==> src/sscl_pkg.sv <==
// Package: sizes, state codes and post-file write bundle for the span clip list.
`default_nettype none

package sscl_pkg;

   localparam int MAX_POSTS   = 16;
   localparam int MAX_RESULTS = 16;
   localparam int IDX_W       = $clog2(MAX_POSTS);
   localparam int CNT_W       = $clog2(MAX_POSTS + 1);
   localparam int RES_W       = $clog2(MAX_RESULTS + 1);
   localparam int ANG_W       = 16;
   localparam int HALF_W      = 15;

   localparam logic [HALF_W-1:0] HALF_RESET = 15'd8192;
   localparam logic [ANG_W-1:0]  HALF_TURN  = 16'h8000;
   localparam logic [ANG_W-1:0]  ANGLE_MAX  = 16'hFFFF;

   localparam logic CMD_CLEAR  = 1'b0;
   localparam logic CMD_INSERT = 1'b1;

   typedef enum logic [2:0] {
      ST_IDLE,
      ST_SCAN,
      ST_CHECK,
      ST_SHIFT,
      ST_FUSE,
      ST_COMPACT,
      ST_FINISH
   } state_type;

   // One write per cycle into the post file, plus the two-entry sentinel rebuild.
   typedef struct packed {
      logic              up_en;
      logic              lo_en;
      logic [IDX_W-1:0]  idx;
      logic [ANG_W-1:0]  up;
      logic [ANG_W-1:0]  lo;
      logic              clr;
      logic [HALF_W-1:0] half;
   } post_wr_type;

   function automatic logic [ANG_W-1:0] sentinel_lo0(input logic [HALF_W-1:0] h);
      return HALF_TURN + {1'b0, h};
   endfunction

   function automatic logic [ANG_W-1:0] sentinel_up1(input logic [HALF_W-1:0] h);
      return HALF_TURN - {1'b0, h};
   endfunction

endpackage

`default_nettype wire

==> src/sscl_post_file.sv <==
// Post file: upper and lower angle of each occluded range, one read and one write port.
`default_nettype none

module sscl_post_file (
   input  wire logic                     clock,
   input  wire logic                     reset,
   input  wire sscl_pkg::post_wr_type    wr,
   input  wire logic [sscl_pkg::IDX_W-1:0] rd_idx,
   output logic [sscl_pkg::ANG_W-1:0]    rd_up,
   output logic [sscl_pkg::ANG_W-1:0]    rd_lo
);
   import sscl_pkg::*;

   logic [ANG_W-1:0] up_ff [MAX_POSTS];
   logic [ANG_W-1:0] lo_ff [MAX_POSTS];

   always_ff @(posedge clock) begin
      if (reset) begin
         up_ff[0] <= ANGLE_MAX;
         lo_ff[0] <= sentinel_lo0(HALF_RESET);
         up_ff[1] <= sentinel_up1(HALF_RESET);
         lo_ff[1] <= '0;
      end else if (wr.clr) begin
         up_ff[0] <= ANGLE_MAX;
         lo_ff[0] <= sentinel_lo0(wr.half);
         up_ff[1] <= sentinel_up1(wr.half);
         lo_ff[1] <= '0;
      end else begin
         if (wr.up_en) begin
            up_ff[wr.idx] <= wr.up;
         end
         if (wr.lo_en) begin
            lo_ff[wr.idx] <= wr.lo;
         end
      end
   end

   assign rd_up = up_ff[rd_idx];
   assign rd_lo = lo_ff[rd_idx];

endmodule

`default_nettype wire

==> src/solid_span_clip_list.sv <==
// Top level: solid span clip list with a one-post-per-cycle sequencer, held while a fragment cannot be emitted.
//
//   channel  | ports                       | contents
//   ---------+-----------------------------+-----------------------------------------
//   request  | req_tvalid/tready/tdata/tuser | clear or insert one span
//   response | rsp_tvalid/tready/tdata/tuser/tlast | visible fragments, last marked
//   config   | csr_wr_en/csr_wr_data       | half field-of-view angle
//
// A clear is accepted and then finishes. An insert is accepted, scans past posts one at a
// time, checks the first post touched, fuses one fragment at a time, moves posts to open a
// slot or to close up the list, and finishes; the post file's single read port paces each
// of these steps.
// A fragment waits in a holding register until the next appears; stall while both it
// and the output register are full. Reset is synchronous and rebuilds the sentinels.
`default_nettype none

module solid_span_clip_list (
   input  wire logic        clock,
   input  wire logic        reset,
   input  wire logic        req_tvalid,
   output logic             req_tready,
   input  wire logic [31:0] req_tdata,   // span_top[15:0], span_bottom[31:16]
   input  wire logic [0:0]  req_tuser,   // cmd[0]
   output logic             rsp_tvalid,
   input  wire logic        rsp_tready,
   output logic [31:0]      rsp_tdata,   // fragment_start[15:0], fragment_stop[31:16]
   output logic [1:0]       rsp_tuser,   // fragment_valid[0], overflow[1]
   output logic             rsp_tlast,
   input  wire logic        csr_wr_en,
   input  wire logic [14:0] csr_wr_data
);
   import sscl_pkg::*;

   state_type        state_ff, state_in;
   logic [HALF_W-1:0] half_ff;
   logic [ANG_W-1:0] top_ff, top_in, bot_ff, bot_in;
   logic [IDX_W-1:0] s_ff, s_in, nx_ff, nx_in, rem_ff, rem_in;
   logic [CNT_W-1:0] i_ff, i_in, cnt_ff, cnt_in;
   logic [ANG_W-1:0] lo_nx_ff, lo_nx_in;
   logic [RES_W-1:0] res_cnt_ff, res_cnt_in;
   logic             ovf_ff, ovf_in;
   logic             pend_valid_ff, pend_valid_in;
   logic [ANG_W-1:0] pend_a_ff, pend_a_in, pend_b_ff, pend_b_in;

   logic             rsp_valid_ff, rsp_valid_in;
   logic [ANG_W-1:0] rsp_start_ff, rsp_start_in, rsp_stop_ff, rsp_stop_in;
   logic             rsp_fv_ff, rsp_fv_in, rsp_ovf_ff, rsp_ovf_in, rsp_last_ff, rsp_last_in;

   post_wr_type      wr;
   logic [IDX_W-1:0] rd_idx;
   logic [ANG_W-1:0] rd_up, rd_lo;

   logic             out_free, emit_req, emit_drop, emit_ok;
   logic [ANG_W-1:0] emit_a, emit_b;
   logic [CNT_W-1:0] s_ext, nx1;
   logic [ANG_W:0]   top_p1, up_p1, bot_w;

   sscl_post_file u_posts (
      .clock  (clock),
      .reset  (reset),
      .wr     (wr),
      .rd_idx (rd_idx),
      .rd_up  (rd_up),
      .rd_lo  (rd_lo)
   );

   assign req_tready = (state_ff == ST_IDLE);
   assign out_free   = !rsp_valid_ff || rsp_tready;
   assign s_ext      = CNT_W'(s_ff);
   assign nx1        = CNT_W'(nx_ff) + CNT_W'(1);
   assign top_p1     = {1'b0, top_ff} + (ANG_W+1)'(1);
   assign up_p1      = {1'b0, rd_up} + (ANG_W+1)'(1);
   assign bot_w      = {1'b0, bot_ff};

   always_comb begin
      state_in      = state_ff;
      top_in        = top_ff;
      bot_in        = bot_ff;
      s_in          = s_ff;
      nx_in         = nx_ff;
      rem_in        = rem_ff;
      i_in          = i_ff;
      cnt_in        = cnt_ff;
      lo_nx_in      = lo_nx_ff;
      res_cnt_in    = res_cnt_ff;
      ovf_in        = ovf_ff;
      pend_valid_in = pend_valid_ff;
      pend_a_in     = pend_a_ff;
      pend_b_in     = pend_b_ff;
      rsp_valid_in  = rsp_valid_ff && !rsp_tready;
      rsp_start_in  = rsp_start_ff;
      rsp_stop_in   = rsp_stop_ff;
      rsp_fv_in     = rsp_fv_ff;
      rsp_ovf_in    = rsp_ovf_ff;
      rsp_last_in   = rsp_last_ff;
      wr            = '0;
      wr.half       = half_ff;
      rd_idx        = s_ff;
      emit_req      = 1'b0;
      emit_a        = '0;
      emit_b        = '0;
      emit_drop     = (res_cnt_ff >= RES_W'(MAX_RESULTS));
      // A fragment can always go into the holding register when it is empty.
      emit_ok       = 1'b1;

      unique case (state_ff)
         ST_IDLE: begin
            if (req_tvalid) begin
               top_in     = req_tdata[15:0];
               bot_in     = req_tdata[31:16];
               s_in       = '0;
               res_cnt_in = '0;
               ovf_in     = 1'b0;
               if (req_tuser[0] == CMD_CLEAR) begin
                  wr.clr   = 1'b1;
                  cnt_in   = CNT_W'(2);
                  state_in = ST_FINISH;
               end else begin
                  // rebuild the sentinels first when fusing has left a single post
                  if (cnt_ff < CNT_W'(2)) begin
                     wr.clr = 1'b1;
                     cnt_in = CNT_W'(2);
                  end
                  state_in = ST_SCAN;
               end
            end
         end

         ST_SCAN: begin
            if ((s_ext + CNT_W'(1) < cnt_ff) && ({1'b0, rd_lo} > top_p1)) begin
               s_in = s_ff + IDX_W'(1);
            end else begin
               state_in = ST_CHECK;
            end
         end

         ST_CHECK: begin
            if (top_ff > rd_up) begin
               emit_req = 1'b1;
               emit_a   = top_ff;
               emit_ok  = emit_drop || !pend_valid_ff || out_free;
               if (bot_w > up_p1) begin
                  emit_b = bot_ff;
                  if (emit_ok) begin
                     if (cnt_ff >= CNT_W'(MAX_POSTS)) begin
                        ovf_in   = 1'b1;
                        state_in = ST_FINISH;
                     end else begin
                        i_in     = cnt_ff;
                        state_in = ST_SHIFT;
                     end
                  end
               end else begin
                  emit_b = up_p1[ANG_W-1:0];
                  if (emit_ok) begin
                     wr.up_en = 1'b1;
                     wr.idx   = s_ff;
                     wr.up    = top_ff;
                     lo_nx_in = rd_lo;
                     nx_in    = s_ff;
                     state_in = (bot_ff >= rd_lo) ? ST_FINISH : ST_FUSE;
                  end
               end
            end else begin
               lo_nx_in = rd_lo;
               nx_in    = s_ff;
               state_in = (bot_ff >= rd_lo) ? ST_FINISH : ST_FUSE;
            end
         end

         ST_SHIFT: begin
            // open a slot at s, moving one post down per cycle from the tail
            if (i_ff > s_ext) begin
               rd_idx   = IDX_W'(i_ff - CNT_W'(1));
               wr.up_en = 1'b1;
               wr.lo_en = 1'b1;
               wr.idx   = IDX_W'(i_ff);
               wr.up    = rd_up;
               wr.lo    = rd_lo;
               i_in     = i_ff - CNT_W'(1);
            end else begin
               wr.up_en = 1'b1;
               wr.lo_en = 1'b1;
               wr.idx   = s_ff;
               wr.up    = top_ff;
               wr.lo    = bot_ff;
               cnt_in   = cnt_ff + CNT_W'(1);
               state_in = ST_FINISH;
            end
         end

         ST_FUSE: begin
            rd_idx   = nx1[IDX_W-1:0];
            emit_req = 1'b1;
            emit_a   = lo_nx_ff - ANG_W'(1);
            emit_ok  = emit_drop || !pend_valid_ff || out_free;
            if (!(nx1 < cnt_ff) || (bot_w > up_p1)) begin
               emit_b = bot_ff;
               if (emit_ok) begin
                  wr.lo_en = 1'b1;
                  wr.idx   = s_ff;
                  wr.lo    = bot_ff;
                  if (nx_ff == s_ff) begin
                     state_in = ST_FINISH;
                  end else begin
                     rem_in   = nx_ff - s_ff;
                     i_in     = nx1;
                     state_in = ST_COMPACT;
                  end
               end
            end else begin
               emit_b = up_p1[ANG_W-1:0];
               if (emit_ok) begin
                  nx_in = nx1[IDX_W-1:0];
                  if (bot_ff >= rd_lo) begin
                     wr.lo_en = 1'b1;
                     wr.idx   = s_ff;
                     wr.lo    = rd_lo;
                     rem_in   = IDX_W'(nx1 - s_ext);
                     i_in     = nx1 + CNT_W'(1);
                     state_in = ST_COMPACT;
                  end else begin
                     lo_nx_in = rd_lo;
                  end
               end
            end
         end

         ST_COMPACT: begin
            // close the gap left by swallowed posts, one post per cycle
            if (i_ff < cnt_ff) begin
               rd_idx   = IDX_W'(i_ff);
               wr.up_en = 1'b1;
               wr.lo_en = 1'b1;
               wr.idx   = IDX_W'(i_ff - CNT_W'(rem_ff));
               wr.up    = rd_up;
               wr.lo    = rd_lo;
               i_in     = i_ff + CNT_W'(1);
            end else begin
               cnt_in   = cnt_ff - CNT_W'(rem_ff);
               state_in = ST_FINISH;
            end
         end

         ST_FINISH: begin
            if (out_free) begin
               rsp_valid_in  = 1'b1;
               rsp_start_in  = pend_valid_ff ? pend_a_ff : '0;
               rsp_stop_in   = pend_valid_ff ? pend_b_ff : '0;
               rsp_fv_in     = pend_valid_ff;
               rsp_ovf_in    = ovf_ff;
               rsp_last_in   = 1'b1;
               pend_valid_in = 1'b0;
               state_in      = ST_IDLE;
            end
         end

         default: begin
            state_in = ST_IDLE;
         end
      endcase

      // push the held fragment out, hold the new one until the next is known
      if (emit_req && emit_ok && !emit_drop) begin
         if (pend_valid_ff) begin
            rsp_valid_in = 1'b1;
            rsp_start_in = pend_a_ff;
            rsp_stop_in  = pend_b_ff;
            rsp_fv_in    = 1'b1;
            rsp_ovf_in   = 1'b0;
            rsp_last_in  = 1'b0;
         end
         pend_valid_in = 1'b1;
         pend_a_in     = emit_a;
         pend_b_in     = emit_b;
         res_cnt_in    = res_cnt_ff + RES_W'(1);
      end
   end

   always_ff @(posedge clock) begin
      if (reset) begin
         state_ff      <= ST_IDLE;
         half_ff       <= HALF_RESET;
         cnt_ff        <= CNT_W'(2);
         pend_valid_ff <= 1'b0;
         rsp_valid_ff  <= 1'b0;
         res_cnt_ff    <= '0;
         ovf_ff        <= 1'b0;
      end else begin
         state_ff      <= state_in;
         if (csr_wr_en) begin
            half_ff <= csr_wr_data;
         end
         cnt_ff        <= cnt_in;
         pend_valid_ff <= pend_valid_in;
         rsp_valid_ff  <= rsp_valid_in;
         res_cnt_ff    <= res_cnt_in;
         ovf_ff        <= ovf_in;
      end
   end

   always_ff @(posedge clock) begin
      top_ff       <= top_in;
      bot_ff       <= bot_in;
      s_ff         <= s_in;
      nx_ff        <= nx_in;
      rem_ff       <= rem_in;
      i_ff         <= i_in;
      lo_nx_ff     <= lo_nx_in;
      pend_a_ff    <= pend_a_in;
      pend_b_ff    <= pend_b_in;
      rsp_start_ff <= rsp_start_in;
      rsp_stop_ff  <= rsp_stop_in;
      rsp_fv_ff    <= rsp_fv_in;
      rsp_ovf_ff   <= rsp_ovf_in;
      rsp_last_ff  <= rsp_last_in;
   end

   assign rsp_tvalid = rsp_valid_ff;
   assign rsp_tdata  = {rsp_stop_ff, rsp_start_ff};
   assign rsp_tuser  = {rsp_ovf_ff, rsp_fv_ff};
   assign rsp_tlast  = rsp_last_ff;

endmodule

`default_nettype wire

==> config.mk <==
export PLATFORM = sky130hd
export DESIGN_NAME = solid_span_clip_list
export DESIGN_NICKNAME = d
export VERILOG_FILES = /design/src/sscl_pkg.sv /design/src/sscl_post_file.sv /design/src/solid_span_clip_list.sv
export SDC_FILE = /design/constraint.sdc
export NUM_CORES = 1
export LEC_CHECK = 0
export BUFFER_PORTS_ARGS = -buffer_cell sky130_fd_sc_hd__buf_2
export CAP_MARGIN = 20
export CORE_MARGIN = 1.5
export CORE_UTILIZATION = 50
export CTS_BUF_LIST = sky130_fd_sc_hd__clkbuf_4
export DETAILED_ROUTE_END_ITERATION = 7
export PLACE_DENSITY = 0.75
export SLEW_MARGIN = 20
export SYNTH_ARGS = -nofsm -noshare
export SYNTH_HDL_FRONTEND = slang
export SYNTH_SLANG_ARGS = --single-unit
==> constraint.sdc <==
create_clock -name clock -period 12.89 [get_ports clock]
set_input_delay 3.2225 -clock clock [delete_from_list [all_inputs] [get_ports clock]]
set_output_delay 3.2225 -clock clock [all_outputs]
set_load 0.005 [all_outputs]
# --- Yosys cells after proc, flatten, opt, wreduce, memory -nomap -nowiden ---
# Memories as Yosys holds them, arrays and structs flattened.
# Index checks and enable logic that the tools add are counted.
totals:
  out_inout_bits: 37
  ram_bits: 512
  word_cells: 277
  inputBits: 53
  register_bits: 163
  mem_count: 2
op_classes:
  bitwise: 4
  n_lt_le_gt_ge: 11
  n_reduce_logical: 37
  n_addsub: 17
  muxes: 156
  eq_ne: 29
mem_list:
  columns: ["memory", "words", "width", "rd", "rd_ports_with_merged_regs", "write_ports", "line", "text"]
  rows:
  - ["u_posts.lo_ff", 16, 16, 1, 0, 2, "sscl_post_file.sv:15", "logic [ANG_W-1:0] lo_ff [MAX_POSTS];"]
  - ["u_posts.up_ff", 16, 16, 1, 0, 2, "sscl_post_file.sv:14", "logic [ANG_W-1:0] up_ff [MAX_POSTS];"]
op_table:
  columns: ["operator", "n"]
  rows:
  - ["$mux 16", 30]
  - ["$mux 5", 23]
  - ["$pmux 16 s2", 3]
  - ["$pmux 16 s3", 2]
  - ["$mux 4", 16]
  - ["$mux 20", 3]
  - ["$mux 1", 48]
  - ["$mux 3", 15]
  - ["$mux 38", 1]
  - ["$mux 36", 1]
  - ["$add 16x1->17 const B", 2]
  - ["$gt 16x17->1", 2]
  - ["$ne 2x2->1 const B", 17]
  - ["$reduce_or 16->1", 2]
  - ["$pmux 3 s7", 1]
  - ["$add 5x1->5 const B", 4]
  - ["$pmux 5 s4", 1]
  - ["$add 16x15->16 const A", 1]
  - ["$ge 16x16->1", 1]
  - ["$gt 16x16->1", 1]
  - ["$pmux 4 s2", 2]
  - ["$pmux 4 s4", 1]
  - ["$reduce_bool 2->1", 8]
  - ["$sub 16x1->16 const B", 1]
  - ["other kinds (35)", 68]

# --- Logic depth before layout (Yosys ltp) ---
# An unclocked memory read counts as a cell.
logic_depth:
  word_depth: 15
  ltp_mapped: 36
  mapped_depth_nobuf: 28

# --- Cells and area by module ---
# From an unflattened synthesis, not the netlist that was laid out.
hier_totals:
  cells_unflattened: 1983
  area_unflattened_um2: 30455.5
by_module_without_submodules:
  columns: ["module", "cells_each", "n_inst", "area_each_um2"]
  rows:
  - ["sscl_post_file", 956, 1, 20153.1]
  - ["solid_span_clip_list", 1027, 1, 10302.4]

# --- Worst setup path before layout ---
# OpenSTA, ideal clock, no wires.
synth_timing:
  path_type: "register to register"
  startpoint: "reg s_ff[2]"
  endpoint: "mem u_posts.up_ff[1][0] (enable)"
  setup_time_ps: 411
  path_slack_ps: 3670
  path_stages_with_launch: 37
  n_path_buf: 11
  t_arrival_ps: 8809
  path_cell_list: "edfxtp_1 > clkbuf_1 > inv_1 > ha_1 > and4b_1 > a2111oi_4 > nor2_2 > o311ai_4 > buf_4 > buf_4 > buf_4 > buf_4 > buf_4 > clkbuf_1 > clkbuf_1 > buf_1 > nand2_1 > nand3_1 > nand3_1 > a31oi_1 > ha_1 > nand2b_1 > a21o_1 > a21o_1 > a21o_1 > a21o_1 > a21o_1 > a211oi_1 > or3_1 > a32oi_1 > o31ai_1 > a31oi_2 > o32ai_2 > or3b_1 > buf_2 > buf_2 > o21ai_0"
synth_lines:
  columns: ["element", "line", "text"]
  rows:
  - ["start: declaration", "solid_span_clip_list.sv:37", "logic [IDX_W-1:0] s_ff, s_in, nx_ff, nx_in, rem_ff, rem_in;"]
  - ["start signal: assignment", "solid_span_clip_list.sv:305", "s_ff <= s_in;"]
  - ["end: declaration", "sscl_post_file.sv:14", null]

==> impl.org <==
** Status
- Outcome :: finished clean

** GRT
- Remaining global-route overflow :: 0
- Number of antenna violations at the first check in global routing :: 2
- Total routing usage reported by global routing :: 0.277
- Number of global-route vias before repair :: approximately 22k
- Entering global routing, the biggest net connects 181 pins.
- Global-route wire length before repair :: between 100,000 and 150,000 um
- Top Usage Layer GRT :: met2
- For met3 alone, demand over resource in global routing was 0.0604.
- Met2 demand-to-capacity share in global routing :: 0.435
- For this run, global-route usage on met1 was measured as 0.368.

** Synthesis
- Dominant synthesized flop cell :: edfxtp_1
- The share of the Yosys chip area taken by registers is 0.620.
- Synthesis produced around 2.7k cells.
- After synthesis the netlist holds a flip-flop and latch count of approximately 680.
- Netlist Area Pre-Place :: between 30,000 and 40,000 sq um
- Post-synth EDFFs :: approximately 610
- Count of yosys warnings during synthesis :: 0
- Per-instance average area after synthesis :: 11.9 sq um
- Counting distinct cell types in the post-synthesis netlist gives 86.
- Counting flops with an async set or reset pin after synthesis yields a share of 0.
- Synthesis produced a netlist with a net count of around 2.8k.

** CTS
- Clock slew seen by the registers of the worst setup and hold paths :: about 0.07 ns
- CTS H-tree depth :: 4
- CTS Buf Count :: 165
- Deepest clock path buffer count :: 3
- After clock tree synthesis, the setup repair step added 0 buffers.
- Number of clock sinks :: 675
- TritonCTS built the clock tree.
- Later-pin clock latency in the skew report :: about 1 ns
- In this run, post-CTS hold repair placed 0 buffers.
- CTS Root Buffer Type :: clkbuf_4
- Post-CTS repair changed the size of 0 cells.

** Timing
- Max Slew Vio Count :: 0
- Number of hold-slack violations in the final timing report :: 0
- Setup violations remaining at the end of the flow were counted as 0.
- Minimum clock period :: 10.0 ns
- For the pin with the worst max-slew slack, the measured transition is around 1.4 ns.
- The worst pin sits at a relative slew slack of 0.0910.
- Total negative slack :: 0 ns
- Derived from the worst setup path, the maximum achievable clock frequency is about 0.1 GHz.
- Setup repair after global routing left no endpoint under its margin.
- Period Utilization, post-route :: 0.776
- Clock skew on the completed layout was measured at about 0.097 ns.

** Place
- Port buffer count :: between 80 and 90
- Placed wire-length estimate :: a little under 60,000 um
- Routability congestion estimate from global placement :: 0.983
- Number of instances in the placed design :: approximately 3.5k

** Floorplan
- The floorplan step set the die height to between 200 and 300 um.
- In this run the horizontal extent of the chip is approximately 250 um.
- Count of standard-cell rows :: 92
- Effective utilization at floorplan :: 0.504
- For this design the top-level I/O count stands at 90.
- The core region is 62,700 sq um.
- DIE AREA :: 64,800 sq um

** Min path
- HP Class :: flip-flop to flip-flop

** Cells and area
- The library cell used most frequently in the layout, excluding fill and tap cells, is edfxtp_1.
- Final instance count without filler cells :: between 3k and 4k
- The layout has 5,112 filler cells.
- Commonest non-fill, non-tap cells in the layout :: 609 x edfxtp_1, 444 x nand2_1, 239 x clkbuf_4
- Final layout net count :: roughly 3k
- Fraction of final layout cells sized beyond drive strength 1 :: 0.164
- Area growth from synthesis to layout :: 12.0%

** Critical path
- Classification of the worst setup path :: flip-flop to flip-flop
- Following the worst setup path forward leads to its endpoint at u_posts.lo_ff[1][10].
- Worst r2r path cells :: 32
- Most frequent CP cell :: buf_4
- The most critical setup path has its startpoint at s_ff[2].
- Data on the critical path arrives at its endpoint at about 11 ns.
- STA classifies the critical path endpoint as a flip-flop.
- Endpoint required time on the critical path :: around 14 ns
- The slowest stage of the critical path belongs to the cell buf_4.
- For this run, the slowest stage of the critical path takes between 0.8 and 0.9 ns.
- Reg2reg start :: s_ff[2]
- Crit start category :: flip-flop
- Critical-path maximum fanout :: 72
- Worst R2R End :: u_posts.lo_ff[1][10]
- The setup check on the worst reg-to-reg path leaves a slack of about 2.9 ns.

** Detailed routing
- After detailed routing, the total wire length is 89,900 um.
- Dividing the detail-routed wire length by the instance count gives between 20 and 25 um.
- In this run the remaining antenna-violating nets after routing total 0.
- Iteration-0 DRC count of the detailed router :: 2,844
- Mean number of vias per cell :: roughly 6.1
- Total iterations of the first detailed-routing run :: 8
- Final routed DRC violation total :: 0
- The final route contains roughly 23k vias.

** Job
- Max-cap violations in this run came to 0.
through the flow:
| stage | hold WS [ns] | worst slack (ns) | utilization | instance area [sq um] |
|---|---|---|---|---|
| after floorplan | 0.428 | 3.67 | - | 31600 |
| after global placement | 0.434 | 3.30 | 0.528 | 33100 |
| after detailed placement | 0.446 | 3.12 | 0.529 | 33200 |
| after CTS | 0.460 | 3.08 | 0.564 | 35400 |
| after global routing | 0.478 | 2.39 | 0.564 | 35400 |
| final | 0.460 | 2.89 | 0.564 | 35400 |
registers in the layout (all words and copies together), names as in the netlist:
| signal | cells |
|---|---|
| lo_nx_ff | 16 |
| rsp_fv_ff | 1 |
| ovf_ff | 1 |
| rsp_start_ff | 16 |
| rsp_tvalid | 1 |
| pend_valid_ff | 1 |
| u_posts.lo_ff | 256 |
| rsp_stop_ff | 16 |
| nx_ff | 4 |
| u_posts.up_ff | 256 |
| state_ff | 3 |
| rem_ff | 4 |
| top_ff | 16 |
| rsp_ovf_ff | 1 |
| cnt_ff | 5 |
| rsp_tlast | 1 |
| s_ff | 4 |
| pend_b_ff | 16 |
| half_ff | 15 |
| bot_ff | 16 |
| i_ff | 5 |
| pend_a_ff | 16 |
| res_cnt_ff | 5 |
synth_stat cells, drive strengths merged, types with 21 or more instances:
master / number / share of area
a22oi: 34 / 0.0081
nand4: 28 / 0.0055
nand3: 233 / 0.037
a21oi: 64 / 0.010
nor3: 68 / 0.011
a31oi: 34 / 0.0069
nand2: 445 / 0.053
xnor2: 46 / 0.013
buf: 67 / 0.011
o21a: 21 / 0.0050
mux2i: 100 / 0.032
xor2: 31 / 0.0086
inv: 100 / 0.012
o31ai: 25 / 0.0061
edfxtp: 609 / 0.58
dfxtp: 66 / 0.042
ha: 104 / 0.041
a22o: 38 / 0.011
and3: 36 / 0.0071
o21ai: 59 / 0.0093
a21o: 36 / 0.0085
nor2: 111 / 0.013
clkbuf: 84 / 0.010
critical path, delay by kind of cell, from the launching register on:
| kind | cells | cell delay, ns |
|---|---|---|
| AOI/OAI and AO/OA | 9 | 2.70 |
| xor gates and xnor gates | 1 | 0.14 |
| adders and majority gates | 3 | 0.88 |
| buffers and inverters | 7 | 2.49 |
| DFF | 1 | 0.62 |
| muxes | 3 | 0.78 |
| and+or+nand+nor | 9 | 2.00 |
cell type report:
class	count	area (sq um)	area share
Sequential cell	675	19600	0.554
Multi-Input combinational cell	1734	11100	0.314
Clock buffer	239	1790	0.0507
Tap cell	846	1060	0.0299
Timing Repair Buffer	164	1020	0.0288
Clock inverter	63	415	0.0117
Inverter	101	379	0.0107
Antenna cell	3	7.51	0.000212
layer usage:
metal / wire length, um / up-vias / part of all wire
li1: - / 10400 / -
met1: 35400 / 11400 / 0.39
met2: 41800 / 1345 / 0.46
met3: 8960 / 265 / 0.10
met4: 3750 / 0 / 0.042
met5: 0 / - / 0
logic make-up after synthesis:
logic type	synth area share
AND/OR/NAND/NOR	0.146
buffers and inverters	0.0334
adder cells (fa/ha/maj)	0.0437
AO/OA/AOI/OAI	0.102
flip-flops	0.620
XOR/XNOR	0.0213
multiplexers	0.0334
how the worst min path moves through the flow:
| stage | from | end | slack, ns | depth (start not counted) |
|---|---|---|---|---|
| after floorplan | rsp_fv_ff | rsp_fv_ff | 0.43 | 1 |
| after global placement | rsp_fv_ff | rsp_fv_ff | 0.43 | 1 |
| after detailed placement | rsp_fv_ff | rsp_fv_ff | 0.45 | 1 |
| after CTS | rsp_fv_ff | rsp_fv_ff | 0.46 | 1 |
| after global routing | rsp_fv_ff | rsp_fv_ff | 0.48 | 1 |
| final | pend_a_ff[3] | rsp_start_ff[3] | 0.46 | 1 |
Power is not shown: default switching activity piles up to over one toggle a cycle in this logic, so the estimate is an artifact.
